## src/rtl/nad_pkg.sv

```systemverilog
// Package for the notification attribute deframer.
// Holds the walk phase, status codes and the queue entry shared by all modules.
// No dependencies.
`timescale 1ns / 1ps
`default_nettype none

package nad_pkg;

  typedef enum logic [4:0] {
    PH_HEADER   = 5'b00001,
    PH_ATTR_HDR = 5'b00010,
    PH_TEXT     = 5'b00100,
    PH_TAIL     = 5'b01000,
    PH_REJECT   = 5'b10000
  } phase_e;

  localparam logic [2:0] ST_COMPLETE    = 3'd0;
  localparam logic [2:0] ST_SHORT       = 3'd1;
  localparam logic [2:0] ST_BAD_CMD     = 3'd2;
  localparam logic [2:0] ST_MISMATCH    = 3'd3;
  localparam logic [2:0] ST_NO_ATTR_HDR = 3'd4;
  localparam logic [2:0] ST_NO_TEXT     = 3'd5;

  localparam logic [2:0] HdrLastCnt = 3'd4;

  localparam logic [1:0] AhId    = 2'd0;
  localparam logic [1:0] AhLenLo = 2'd1;

  localparam logic OutText   = 1'b0;
  localparam logic OutStatus = 1'b1;

  localparam int unsigned QDepth = 4;
  localparam int unsigned QPtrW  = 2;

  typedef struct packed {
    logic        has_text;
    logic        has_status;
    logic [7:0]  attr_id;
    logic [7:0]  text_byte;
    logic [5:0]  text_index;
    logic [2:0]  status;
    logic [31:0] uid;
  } entry_t;

endpackage

`default_nettype wire

```

## src/rtl/nad_if.sv

```systemverilog
// Channel interfaces of the notification attribute deframer.
// Input bytes, result items and the identifier write port; no dependencies.
`timescale 1ns / 1ps
`default_nettype none

interface nad_in_if;
  logic       valid;
  logic       ready;
  logic [7:0] in_byte;
  logic       in_last;
  modport source (output valid, output in_byte, output in_last, input ready);
  modport sink (input valid, input in_byte, input in_last, output ready);
endinterface

interface nad_out_if;
  logic        valid;
  logic        ready;
  logic        out_kind;
  logic [7:0]  attr_id;
  logic [7:0]  text_byte;
  logic [5:0]  text_index;
  logic [2:0]  status;
  logic [31:0] packet_uid;
  logic        out_last;
  modport source (output valid, output out_kind, output attr_id, output text_byte,
                  output text_index, output status, output packet_uid,
                  output out_last, input ready);
  modport sink (input valid, input out_kind, input attr_id, input text_byte,
                input text_index, input status, input packet_uid,
                input out_last, output ready);
endinterface

interface nad_cfg_if;
  logic        valid;
  logic        ready;
  logic [31:0] expected_uid;
  modport source (output valid, output expected_uid, input ready);
  modport sink (input valid, input expected_uid, output ready);
endinterface

`default_nettype wire

```

## src/rtl/nad_front.sv

```systemverilog
// Front part: accepts packet bytes, walks header and attributes, and builds queue entries.
// Depends on nad_pkg and nad_in_if.
`timescale 1ns / 1ps
`default_nettype none

module nad_front #(
  parameter int unsigned ATTR_COUNT = 5,
  parameter int unsigned TEXT_CAP   = 64
) (
  input  wire             clk_i,
  input  wire             rst_ni,
  nad_in_if.sink          in_i,
  input  wire [31:0]      expected_uid_i,
  input  wire             full_i,
  output logic            push_o,
  output nad_pkg::entry_t entry_o
);

  localparam int unsigned IdxW = $clog2(TEXT_CAP);

  nad_pkg::phase_e phase_q, phase_d;
  logic [2:0]      hdr_cnt_q, hdr_cnt_d;
  logic [31:0]     uid_q, uid_d;
  logic [2:0]      attrs_q, attrs_d;
  logic [7:0]      attr_q, attr_d;
  logic [15:0]     len_q, len_d;
  logic [IdxW-1:0] idx_q, idx_d;
  logic [2:0]      held_q, held_d;
  logic            accept;
  logic            has_text;
  logic [2:0]      status;
  logic [15:0]     idx_ext;

  assign in_i.ready = !full_i;
  assign accept     = in_i.valid && !full_i;
  assign idx_ext    = 16'(idx_q);

  always_comb begin
    phase_d   = phase_q;
    hdr_cnt_d = hdr_cnt_q;
    uid_d     = uid_q;
    attrs_d   = attrs_q;
    attr_d    = attr_q;
    len_d     = len_q;
    idx_d     = idx_q;
    held_d    = held_q;
    has_text  = 1'b0;
    case (phase_q)
      nad_pkg::PH_HEADER: begin
        if (hdr_cnt_q == 3'd0) begin
          if (in_i.in_byte != 8'd0) held_d = nad_pkg::ST_BAD_CMD;
        end else begin
          uid_d = uid_q | (32'(in_i.in_byte) << {hdr_cnt_q[1:0] - 2'd1, 3'b000});
        end
        hdr_cnt_d = hdr_cnt_q + 3'd1;
        if (hdr_cnt_q == nad_pkg::HdrLastCnt) begin
          hdr_cnt_d = 3'd0;
          if (held_d == nad_pkg::ST_COMPLETE && uid_d != expected_uid_i) begin
            held_d = nad_pkg::ST_MISMATCH;
          end
          phase_d = (held_d != nad_pkg::ST_COMPLETE) ? nad_pkg::PH_REJECT
                                                     : nad_pkg::PH_ATTR_HDR;
        end
      end
      nad_pkg::PH_ATTR_HDR: begin
        if (hdr_cnt_q[1:0] == nad_pkg::AhId) begin
          attr_d    = in_i.in_byte;
          hdr_cnt_d = 3'd1;
        end else if (hdr_cnt_q[1:0] == nad_pkg::AhLenLo) begin
          len_d     = {8'd0, in_i.in_byte};
          hdr_cnt_d = 3'd2;
        end else begin
          len_d     = {in_i.in_byte, len_q[7:0]};
          idx_d     = '0;
          hdr_cnt_d = 3'd0;
          if (len_d == 16'd0) begin
            attrs_d = attrs_q + 3'd1;
            phase_d = (attrs_d >= 3'(ATTR_COUNT)) ? nad_pkg::PH_TAIL : nad_pkg::PH_ATTR_HDR;
          end else begin
            phase_d = nad_pkg::PH_TEXT;
          end
        end
      end
      nad_pkg::PH_TEXT: begin
        has_text = (idx_q < IdxW'(TEXT_CAP - 1));
        if (has_text) idx_d = idx_q + IdxW'(1);
        len_d = len_q - 16'd1;
        if (len_q == 16'd1) begin
          attrs_d   = attrs_q + 3'd1;
          hdr_cnt_d = 3'd0;
          phase_d   = (attrs_d >= 3'(ATTR_COUNT)) ? nad_pkg::PH_TAIL : nad_pkg::PH_ATTR_HDR;
        end
      end
      default: begin
      end
    endcase

    case (phase_d)
      nad_pkg::PH_HEADER:   status = nad_pkg::ST_SHORT;
      nad_pkg::PH_ATTR_HDR: status = nad_pkg::ST_NO_ATTR_HDR;
      nad_pkg::PH_TEXT:     status = nad_pkg::ST_NO_TEXT;
      nad_pkg::PH_TAIL:     status = nad_pkg::ST_COMPLETE;
      default:              status = held_d;
    endcase

    entry_o.has_text   = has_text;
    entry_o.has_status = in_i.in_last;
    entry_o.attr_id    = attr_q;
    entry_o.text_byte  = in_i.in_byte;
    entry_o.text_index = idx_ext[5:0];
    entry_o.status     = status;
    entry_o.uid        = uid_d;
    push_o             = accept && (has_text || in_i.in_last);

    if (in_i.in_last) begin
      phase_d   = nad_pkg::PH_HEADER;
      hdr_cnt_d = 3'd0;
      uid_d     = 32'd0;
      attrs_d   = 3'd0;
      attr_d    = 8'd0;
      len_d     = 16'd0;
      idx_d     = '0;
      held_d    = nad_pkg::ST_COMPLETE;
    end
  end

  always_ff @(posedge clk_i or negedge rst_ni) begin
    if (!rst_ni) begin
      phase_q   <= nad_pkg::PH_HEADER;
      hdr_cnt_q <= 3'd0;
      uid_q     <= 32'd0;
      attrs_q   <= 3'd0;
      attr_q    <= 8'd0;
      len_q     <= 16'd0;
      idx_q     <= '0;
      held_q    <= nad_pkg::ST_COMPLETE;
    end else if (accept) begin
      phase_q   <= phase_d;
      hdr_cnt_q <= hdr_cnt_d;
      uid_q     <= uid_d;
      attrs_q   <= attrs_d;
      attr_q    <= attr_d;
      len_q     <= len_d;
      idx_q     <= idx_d;
      held_q    <= held_d;
    end
  end

`ifndef ASSERT_OFF
  a_reject_has_error: assert property (@(posedge clk_i) disable iff (!rst_ni)
    phase_q == nad_pkg::PH_REJECT |-> held_q != nad_pkg::ST_COMPLETE)
    else $error("rejected packet without a held error");
`endif

endmodule

`default_nettype wire

```

## src/rtl/nad_fifo.sv

```systemverilog
// Short request queue between the front and back parts of the deframer.
// Depends on nad_pkg for the entry type and depth.
`timescale 1ns / 1ps
`default_nettype none

module nad_fifo (
  input  wire                    clk_i,
  input  wire                    rst_ni,
  input  wire                    push_i,
  input  nad_pkg::entry_t        entry_i,
  input  wire                    pop_i,
  output logic                   full_o,
  output logic                   head_valid_o,
  output nad_pkg::entry_t        head_o
);

  nad_pkg::entry_t                 mem_q [nad_pkg::QDepth];
  logic [nad_pkg::QPtrW-1:0]       wr_ptr_q, rd_ptr_q;
  logic [nad_pkg::QPtrW:0]         count_q;

  assign full_o       = (count_q == (nad_pkg::QPtrW + 1)'(nad_pkg::QDepth));
  assign head_valid_o = (count_q != '0);
  assign head_o       = mem_q[rd_ptr_q];

  always_ff @(posedge clk_i) begin
    if (push_i) mem_q[wr_ptr_q] <= entry_i;
  end

  always_ff @(posedge clk_i or negedge rst_ni) begin
    if (!rst_ni) begin
      wr_ptr_q <= '0;
      rd_ptr_q <= '0;
      count_q  <= '0;
    end else begin
      if (push_i) wr_ptr_q <= wr_ptr_q + (nad_pkg::QPtrW)'(1);
      if (pop_i) rd_ptr_q <= rd_ptr_q + (nad_pkg::QPtrW)'(1);
      if (push_i && !pop_i) begin
        count_q <= count_q + (nad_pkg::QPtrW + 1)'(1);
      end else if (pop_i && !push_i) begin
        count_q <= count_q - (nad_pkg::QPtrW + 1)'(1);
      end
    end
  end

`ifndef ASSERT_OFF
  a_no_overflow: assert property (@(posedge clk_i) disable iff (!rst_ni)
    push_i |-> !full_o)
    else $error("request pushed into a full queue");
  a_no_underflow: assert property (@(posedge clk_i) disable iff (!rst_ni)
    pop_i |-> head_valid_o)
    else $error("request popped from an empty queue");
`endif

endmodule

`default_nettype wire

```

## src/rtl/nad_back.sv

```systemverilog
// Back part: turns queued requests into text and status results, one per cycle while the output accepts them.
// Depends on nad_pkg and nad_out_if.
`timescale 1ns / 1ps
`default_nettype none

module nad_back (
  input  wire             clk_i,
  input  wire             rst_ni,
  input  wire             head_valid_i,
  input  nad_pkg::entry_t head_i,
  output logic            pop_o,
  nad_out_if.source       out_o
);

  logic        valid_q, valid_d;
  logic        sent_q, sent_d;
  logic        kind_q, kind_d;
  logic [7:0]  attr_q, attr_d;
  logic [7:0]  byte_q, byte_d;
  logic [5:0]  index_q, index_d;
  logic [2:0]  status_q, status_d;
  logic [31:0] uid_q, uid_d;
  logic        last_q, last_d;
  logic        load;

  assign load = !valid_q || out_o.ready;

  always_comb begin
    valid_d  = valid_q && !out_o.ready;
    sent_d   = sent_q;
    kind_d   = kind_q;
    attr_d   = attr_q;
    byte_d   = byte_q;
    index_d  = index_q;
    status_d = status_q;
    uid_d    = uid_q;
    last_d   = last_q;
    pop_o    = 1'b0;
    if (load && head_valid_i) begin
      valid_d = 1'b1;
      if (head_i.has_text && !sent_q) begin
        kind_d   = nad_pkg::OutText;
        attr_d   = head_i.attr_id;
        byte_d   = head_i.text_byte;
        index_d  = head_i.text_index;
        status_d = nad_pkg::ST_COMPLETE;
        uid_d    = 32'd0;
        last_d   = !head_i.has_status;
        sent_d   = head_i.has_status;
        pop_o    = !head_i.has_status;
      end else begin
        kind_d   = nad_pkg::OutStatus;
        attr_d   = 8'd0;
        byte_d   = 8'd0;
        index_d  = 6'd0;
        status_d = head_i.status;
        uid_d    = head_i.uid;
        last_d   = 1'b1;
        sent_d   = 1'b0;
        pop_o    = 1'b1;
      end
    end
  end

  always_ff @(posedge clk_i or negedge rst_ni) begin
    if (!rst_ni) begin
      valid_q <= 1'b0;
      sent_q  <= 1'b0;
    end else begin
      valid_q <= valid_d;
      sent_q  <= sent_d;
    end
  end

  always_ff @(posedge clk_i) begin
    kind_q   <= kind_d;
    attr_q   <= attr_d;
    byte_q   <= byte_d;
    index_q  <= index_d;
    status_q <= status_d;
    uid_q    <= uid_d;
    last_q   <= last_d;
  end

  assign out_o.valid      = valid_q;
  assign out_o.out_kind   = kind_q;
  assign out_o.attr_id    = attr_q;
  assign out_o.text_byte  = byte_q;
  assign out_o.text_index = index_q;
  assign out_o.status     = status_q;
  assign out_o.packet_uid = uid_q;
  assign out_o.out_last   = last_q;

`ifndef ASSERT_OFF
  a_sent_head_held: assert property (@(posedge clk_i) disable iff (!rst_ni)
    sent_q |-> head_valid_i && head_i.has_status && head_i.has_text)
    else $error("text sent flag without a pending status request");
  a_status_is_last: assert property (@(posedge clk_i) disable iff (!rst_ni)
    valid_q && kind_q == nad_pkg::OutStatus |-> last_q)
    else $error("status result not marked last");
`endif

endmodule

`default_nettype wire

```

## src/rtl/notification_attribute_deframer.sv

```systemverilog
// Top level of the notification attribute deframer: front, queue, back and uid register.
// Depends on nad_pkg, nad_if, nad_front, nad_fifo and nad_back.
//
// Channel  Direction  Payload
// in_i     sink       in_byte, in_last
// out_o    source     out_kind, attr_id, text_byte, text_index, status, packet_uid, out_last
// cfg_i    sink       expected_uid
//
// One byte is accepted per cycle unless the queue is full; results are queued, then registered.
// A final byte that also carries text gives two results, the text result before the status.
// The four-entry request queue absorbs output stalls; input stalls only when it is full.
// Reset returns the walk to the header and clears the expected identifier.
`timescale 1ns / 1ps
`default_nettype none

module notification_attribute_deframer #(
  parameter int unsigned ATTR_COUNT = 5,
  parameter int unsigned TEXT_CAP   = 64
) (
  input  wire        clk_i,
  input  wire        rst_ni,
  nad_in_if.sink     in_i,
  nad_out_if.source  out_o,
  nad_cfg_if.sink    cfg_i
);

  logic [31:0]     expected_uid_q;
  logic            push, pop, full, head_valid;
  nad_pkg::entry_t entry, head;

  assign cfg_i.ready = 1'b1;

  always_ff @(posedge clk_i or negedge rst_ni) begin
    if (!rst_ni) begin
      expected_uid_q <= 32'd0;
    end else if (cfg_i.valid) begin
      expected_uid_q <= cfg_i.expected_uid;
    end
  end

  nad_front #(
    .ATTR_COUNT (ATTR_COUNT),
    .TEXT_CAP   (TEXT_CAP)
  ) u_front (
    .clk_i          (clk_i),
    .rst_ni         (rst_ni),
    .in_i           (in_i),
    .expected_uid_i (expected_uid_q),
    .full_i         (full),
    .push_o         (push),
    .entry_o        (entry)
  );

  nad_fifo u_fifo (
    .clk_i        (clk_i),
    .rst_ni       (rst_ni),
    .push_i       (push),
    .entry_i      (entry),
    .pop_i        (pop),
    .full_o       (full),
    .head_valid_o (head_valid),
    .head_o       (head)
  );

  nad_back u_back (
    .clk_i        (clk_i),
    .rst_ni       (rst_ni),
    .head_valid_i (head_valid),
    .head_i       (head),
    .pop_o        (pop),
    .out_o        (out_o)
  );

endmodule

`default_nettype wire
```

## src/flat_wrapper.sv

```systemverilog
// flat-port wrapper written by rule: the top's interface ports become plain ports
module notification_attribute_deframer_flat 
#(
  parameter int unsigned ATTR_COUNT = 5,
  parameter int unsigned TEXT_CAP   = 64
)
  (clk_i, rst_ni, in_i_valid, in_i_in_byte, in_i_in_last, in_i_ready, out_o_valid, out_o_out_kind, out_o_attr_id, out_o_text_byte, out_o_text_index, out_o_status, out_o_packet_uid, out_o_out_last, out_o_ready, cfg_i_valid, cfg_i_expected_uid, cfg_i_ready);
  nad_in_if in_i_i ();
  nad_out_if out_o_i ();
  nad_cfg_if cfg_i_i ();
  input  wire clk_i;
  input  wire rst_ni;
  input wire logic [$bits(in_i_i.valid)-1:0] in_i_valid;
  input wire logic [$bits(in_i_i.in_byte)-1:0] in_i_in_byte;
  input wire logic [$bits(in_i_i.in_last)-1:0] in_i_in_last;
  output wire logic [$bits(in_i_i.ready)-1:0] in_i_ready;
  output wire logic [$bits(out_o_i.valid)-1:0] out_o_valid;
  output wire logic [$bits(out_o_i.out_kind)-1:0] out_o_out_kind;
  output wire logic [$bits(out_o_i.attr_id)-1:0] out_o_attr_id;
  output wire logic [$bits(out_o_i.text_byte)-1:0] out_o_text_byte;
  output wire logic [$bits(out_o_i.text_index)-1:0] out_o_text_index;
  output wire logic [$bits(out_o_i.status)-1:0] out_o_status;
  output wire logic [$bits(out_o_i.packet_uid)-1:0] out_o_packet_uid;
  output wire logic [$bits(out_o_i.out_last)-1:0] out_o_out_last;
  input wire logic [$bits(out_o_i.ready)-1:0] out_o_ready;
  input wire logic [$bits(cfg_i_i.valid)-1:0] cfg_i_valid;
  input wire logic [$bits(cfg_i_i.expected_uid)-1:0] cfg_i_expected_uid;
  output wire logic [$bits(cfg_i_i.ready)-1:0] cfg_i_ready;
  assign in_i_i.valid = in_i_valid;
  assign in_i_i.in_byte = in_i_in_byte;
  assign in_i_i.in_last = in_i_in_last;
  assign in_i_ready = in_i_i.ready;
  assign out_o_valid = out_o_i.valid;
  assign out_o_out_kind = out_o_i.out_kind;
  assign out_o_attr_id = out_o_i.attr_id;
  assign out_o_text_byte = out_o_i.text_byte;
  assign out_o_text_index = out_o_i.text_index;
  assign out_o_status = out_o_i.status;
  assign out_o_packet_uid = out_o_i.packet_uid;
  assign out_o_out_last = out_o_i.out_last;
  assign out_o_i.ready = out_o_ready;
  assign cfg_i_i.valid = cfg_i_valid;
  assign cfg_i_i.expected_uid = cfg_i_expected_uid;
  assign cfg_i_ready = cfg_i_i.ready;
  notification_attribute_deframer #(.ATTR_COUNT(ATTR_COUNT), .TEXT_CAP(TEXT_CAP)) u_core (.clk_i(clk_i), .rst_ni(rst_ni), .in_i(in_i_i), .out_o(out_o_i), .cfg_i(cfg_i_i));
endmodule
```

## config.mk

```make
export PLATFORM = sky130hd
export DESIGN_NAME = notification_attribute_deframer_flat
export DESIGN_NICKNAME = d
export VERILOG_FILES = /design/src/rtl/nad_pkg.sv /design/src/rtl/nad_if.sv /design/src/rtl/nad_front.sv /design/src/rtl/nad_fifo.sv /design/src/rtl/nad_back.sv /design/src/rtl/notification_attribute_deframer.sv /design/src/flat_wrapper.sv
export SDC_FILE = /design/constraint.sdc
export NUM_CORES = 1
export LEC_CHECK = 0
export BUFFER_PORTS_ARGS = -buffer_cell sky130_fd_sc_hd__buf_2
export CAP_MARGIN = 25
export CORE_UTILIZATION = 38
export DETAILED_ROUTE_END_ITERATION = 10
export SLEW_MARGIN = 15
export SYNTH_ARGS = -nofsm -noshare
export SYNTH_HDL_FRONTEND = slang
export SYNTH_SLANG_ARGS = --single-unit
```

## constraint.sdc

```tcl
create_clock -name clk_i -period 12 [get_ports clk_i]
set_clock_uncertainty 0.15 [all_clocks]
set_input_delay 1.2 -clock clk_i [delete_from_list [all_inputs] [get_ports clk_i]]
set_output_delay 1.2 -clock clk_i [all_outputs]
set_load 0.02 [all_outputs]
```

==> impl_metrics.csv <==
group,metric,value,unit
yosys,synth-warning-count,0,
routing,antenna_left,0,
sta,max_freq,223,MHz
layout,final_cell_mix,"295 x edfxtp_1, 114 x dfrtp_1, 106 x buf_2, 101 x nand2_1, 59 x mux4_2",
status,status,"finished clean",
sta,relSlewSlack,34.9,%
layout,final_util,44.6,%
cts,clk_latency,570,ps
layout,fill_cells,4061,
floorplanning,io_pins,108,
global_route,grt_overflow_total,0,
layout,area_growth,15.0,%
routing,drtPass1Iterations,5,
placement,place_hpwl,25600,um
cts,h-tree-depth,2,
cts,post_cts_resized,0,
layout,drive_above_1_share,23.0,%
yosys,syn-num-nets,1260,
power_and_ir_drop,p_leak,8.12,nW
yosys,synth_cell_types,67,
global_route,grt_pass1_wl,64600,um
floorplanning,design.core.area,45700,um2
yosys,ys_ff_latch,412,
critical_path,crit_path_start_kind,"flip-flop",
critical_path,crit_type,"flip-flop to flip-flop",
routing,wire_per_inst,21.7,um
yosys,yosys.area.top_type,"edfxtp_1",
sta,tightest_slew,977,ps
sta,setup_viol,0,
worst_hold_path,hold_class,"flip-flop to flip-flop",
power_and_ir_drop,vdd_drop_max,0.000147,V
routing,drc,0,
critical_path,required,12160,ps
cts,post_cts_buffers,0,
global_route,grtUsageTotal,17.9,%
sta,hold_viol_final,0,
power_and_ir_drop,p_per_area,239,nW/um2
layout,fin_area,20400,um2
sta,rsz0062_at_grt,"no",
floorplanning,die_h,218,um
cts,cts_tree,"done",
floorplanning,chipWidth,218,um
cts,clockBufferDepth,3,
critical_path,path_max_fanout,20,
sta,tns,0,ps
layout,layout_commonest_cell,"edfxtp_1",
floorplanning,dieArea,47400,um2
placement,place_ws,7690,ps
cts,numCtsBuffers,45,
sta,fin_crit,4480,ps
yosys,ys.flop_type,"edfxtp_1",
placement,placed_area,18800,um2
placement,port_buffers,106,
yosys,synth-seq-area-share,66.6,%
job,maxCapViolations,0,
global_route,first_global_vias,10700,
cts,cts_sinks,412,
global_route,grt_max_degree,79,
cts,cts_hold_buf,0,
global_route,antenna_found_initial,0,
yosys,syn_area_per_cell,14.8,um2
routing,initialDrtViolationCount,867,
floorplanning,fp-row-count,78,
critical_path,crit_path_end_kind,"flip-flop",
yosys,async_flop_share,28.4,%
critical_path,crit_arrival,4640,ps
cts,root_buffer,"clkbuf_16",
sta,post-route-period-util,37.3,%
yosys,synth_cells,1199,
sta,setup_ws,7520,ps
cts,path_clk_slew,70,ps
yosys,netlist_area,17700,um2
layout,n_antenna_cell,0,
yosys,synth_area_leaders,"edfxtp_1 50%, dfrtp_1 16%, mux4_2 7.5%, nand2_1 2.1%, mux2_2 2.1%",
sta,drv_slew,0,
routing,viasPerCell,5.60,
layout,nets,1348,
routing,wirelength,41700,um
yosys,synth_edf_count,295,
floorplanning,initial_core_util,38.7,%
placement,gp_congestion,0.828,
routing,via_count,10800,
yosys,synth.top_cell.area_share,50.1,%
worst paths after layout:
check,startpoint,end,slack (ps),cells past startpoint
max reg2reg,u_core.u_front.hdr_cnt_q[0],u_core.u_fifo.mem_q[3][32],7520,11
max,u_core.u_front.hdr_cnt_q[0],u_core.u_fifo.mem_q[3][32],7520,11
min,u_core.u_front.len_q[14],u_core.u_front.len_q[14],330,2
max in group asynchronous,rst_ni,u_core.expected_uid_q[12],10030,3
min in group asynchronous,rst_ni,u_core.u_back.out_o.valid,480,1
min reg2reg,u_core.u_front.len_q[14],u_core.u_front.len_q[14],330,2
registers in the layout, summed over array words and instances, names as in the netlist, 5 cells and up:
register and cells:
u_core.u_front.idx_q 6, u_core.u_front.phase_q 5, u_core.u_front.uid_q 32, u_core.u_back.out_o.text_byte 8
u_core.u_fifo.mem_q 236, u_core.u_back.out_o.text_index 6, u_core.u_back.out_o.packet_uid 32, u_core.u_front.len_q 16
u_core.expected_uid_q 32, u_core.u_front.attr_q 8, u_core.u_back.out_o.attr_id 8
cell usage after synthesis (2+ instances only):
cell	count
nor3_1	21
nor4_1	11
ha_1	14
or3_1	7
nor2_1	44
inv_1	19
o211a_1	32
edfxtp_1	295
or2_1	4
xnor2_1	5
a21o_1	37
nand2_1	101
a211oi_1	3
dfrtp_1	116
o22a_1	6
nor2b_1	38
mux4_2	59
or2_2	3
nor4b_1	2
o31ai_1	39
nand3_1	6
xor2_1	3
nand3b_1	2
nand4_1	2
o21ai_0	35
a22o_1	12
a21oi_1	18
mux2_2	33
o22ai_1	16
nand2b_1	13
buf_1	14
clkbuf_1	66
o21ai_1	6
and3_1	29
a311oi_1	32
a31oi_1	14
and2_1	10
o41ai_1	3
critical path, cell delays in order, from the launching register on:
cell      delay (ps)
dfrtp_1          510
inv_1            120
ha_1             480
nand2b_1         440
buf_8            300
a311oi_1         310
o22ai_1          130
nor4_1           400
nand4_1          380
o21ba_2          350
o211a_1          210
a211oi_1         420
per-stage QoR:
| stage | std cells | total power, mW | hold WS (ps) |
|---|---|---|---|
| final | 1924 | 4.86 | 334 |
| after global routing | 1924 | 5.11 | 386 |
| after detailed placement | 1836 | 3.51 | 325 |
| after floorplan | 1199 | 3.07 | 296 |
| after global placement | 1834 | 3.47 | 311 |
| after CTS | 1920 | 4.91 | 340 |
cells by family after synthesis:
group | synth area share (%)
AOI/OAI and AO/OA | 11.6
adders and majority gates | 1.10
buffers and inverters | 2.23
other | 0.0212
and+or+nand+nor | 8.41
DFF | 66.6
xor gates and xnor gates | 0.396
muxes | 9.66
where the power goes:
part | switching, mW | internal [mW] | leakage (nW)
logic | 0.879 | 0.544 | 3.12
registers | 0.151 | 1.89 | 4.27
clock network | 0.563 | 0.833 | 0.731
cell type report:
cell class	instances	area (um2)	area share [%]
flip-flops and latches	412	11800	57.9
multi-input cells	685	5540	27.2
clock buffers	57	1220	6.01
well taps	600	751	3.69
repair buffers	124	703	3.45
clock inverters	27	274	1.35
inverters	19	71.3	0.350
per-layer routing:
layer / GRT usage [%] / up-vias / wire, um / share of wire [%]
li1: - / 4855 / - / -
met1: 25.6 / 5531 / 18900 / 45
met5: 0 / - / 0 / 0
met4: 4.57 / 0 / 744 / 1.8
met2: 28.4 / 338 / 19900 / 48
met3: 3.17 / 52 / 2250 / 5.4
Note: power is estimated with default switching activity, not from simulation.
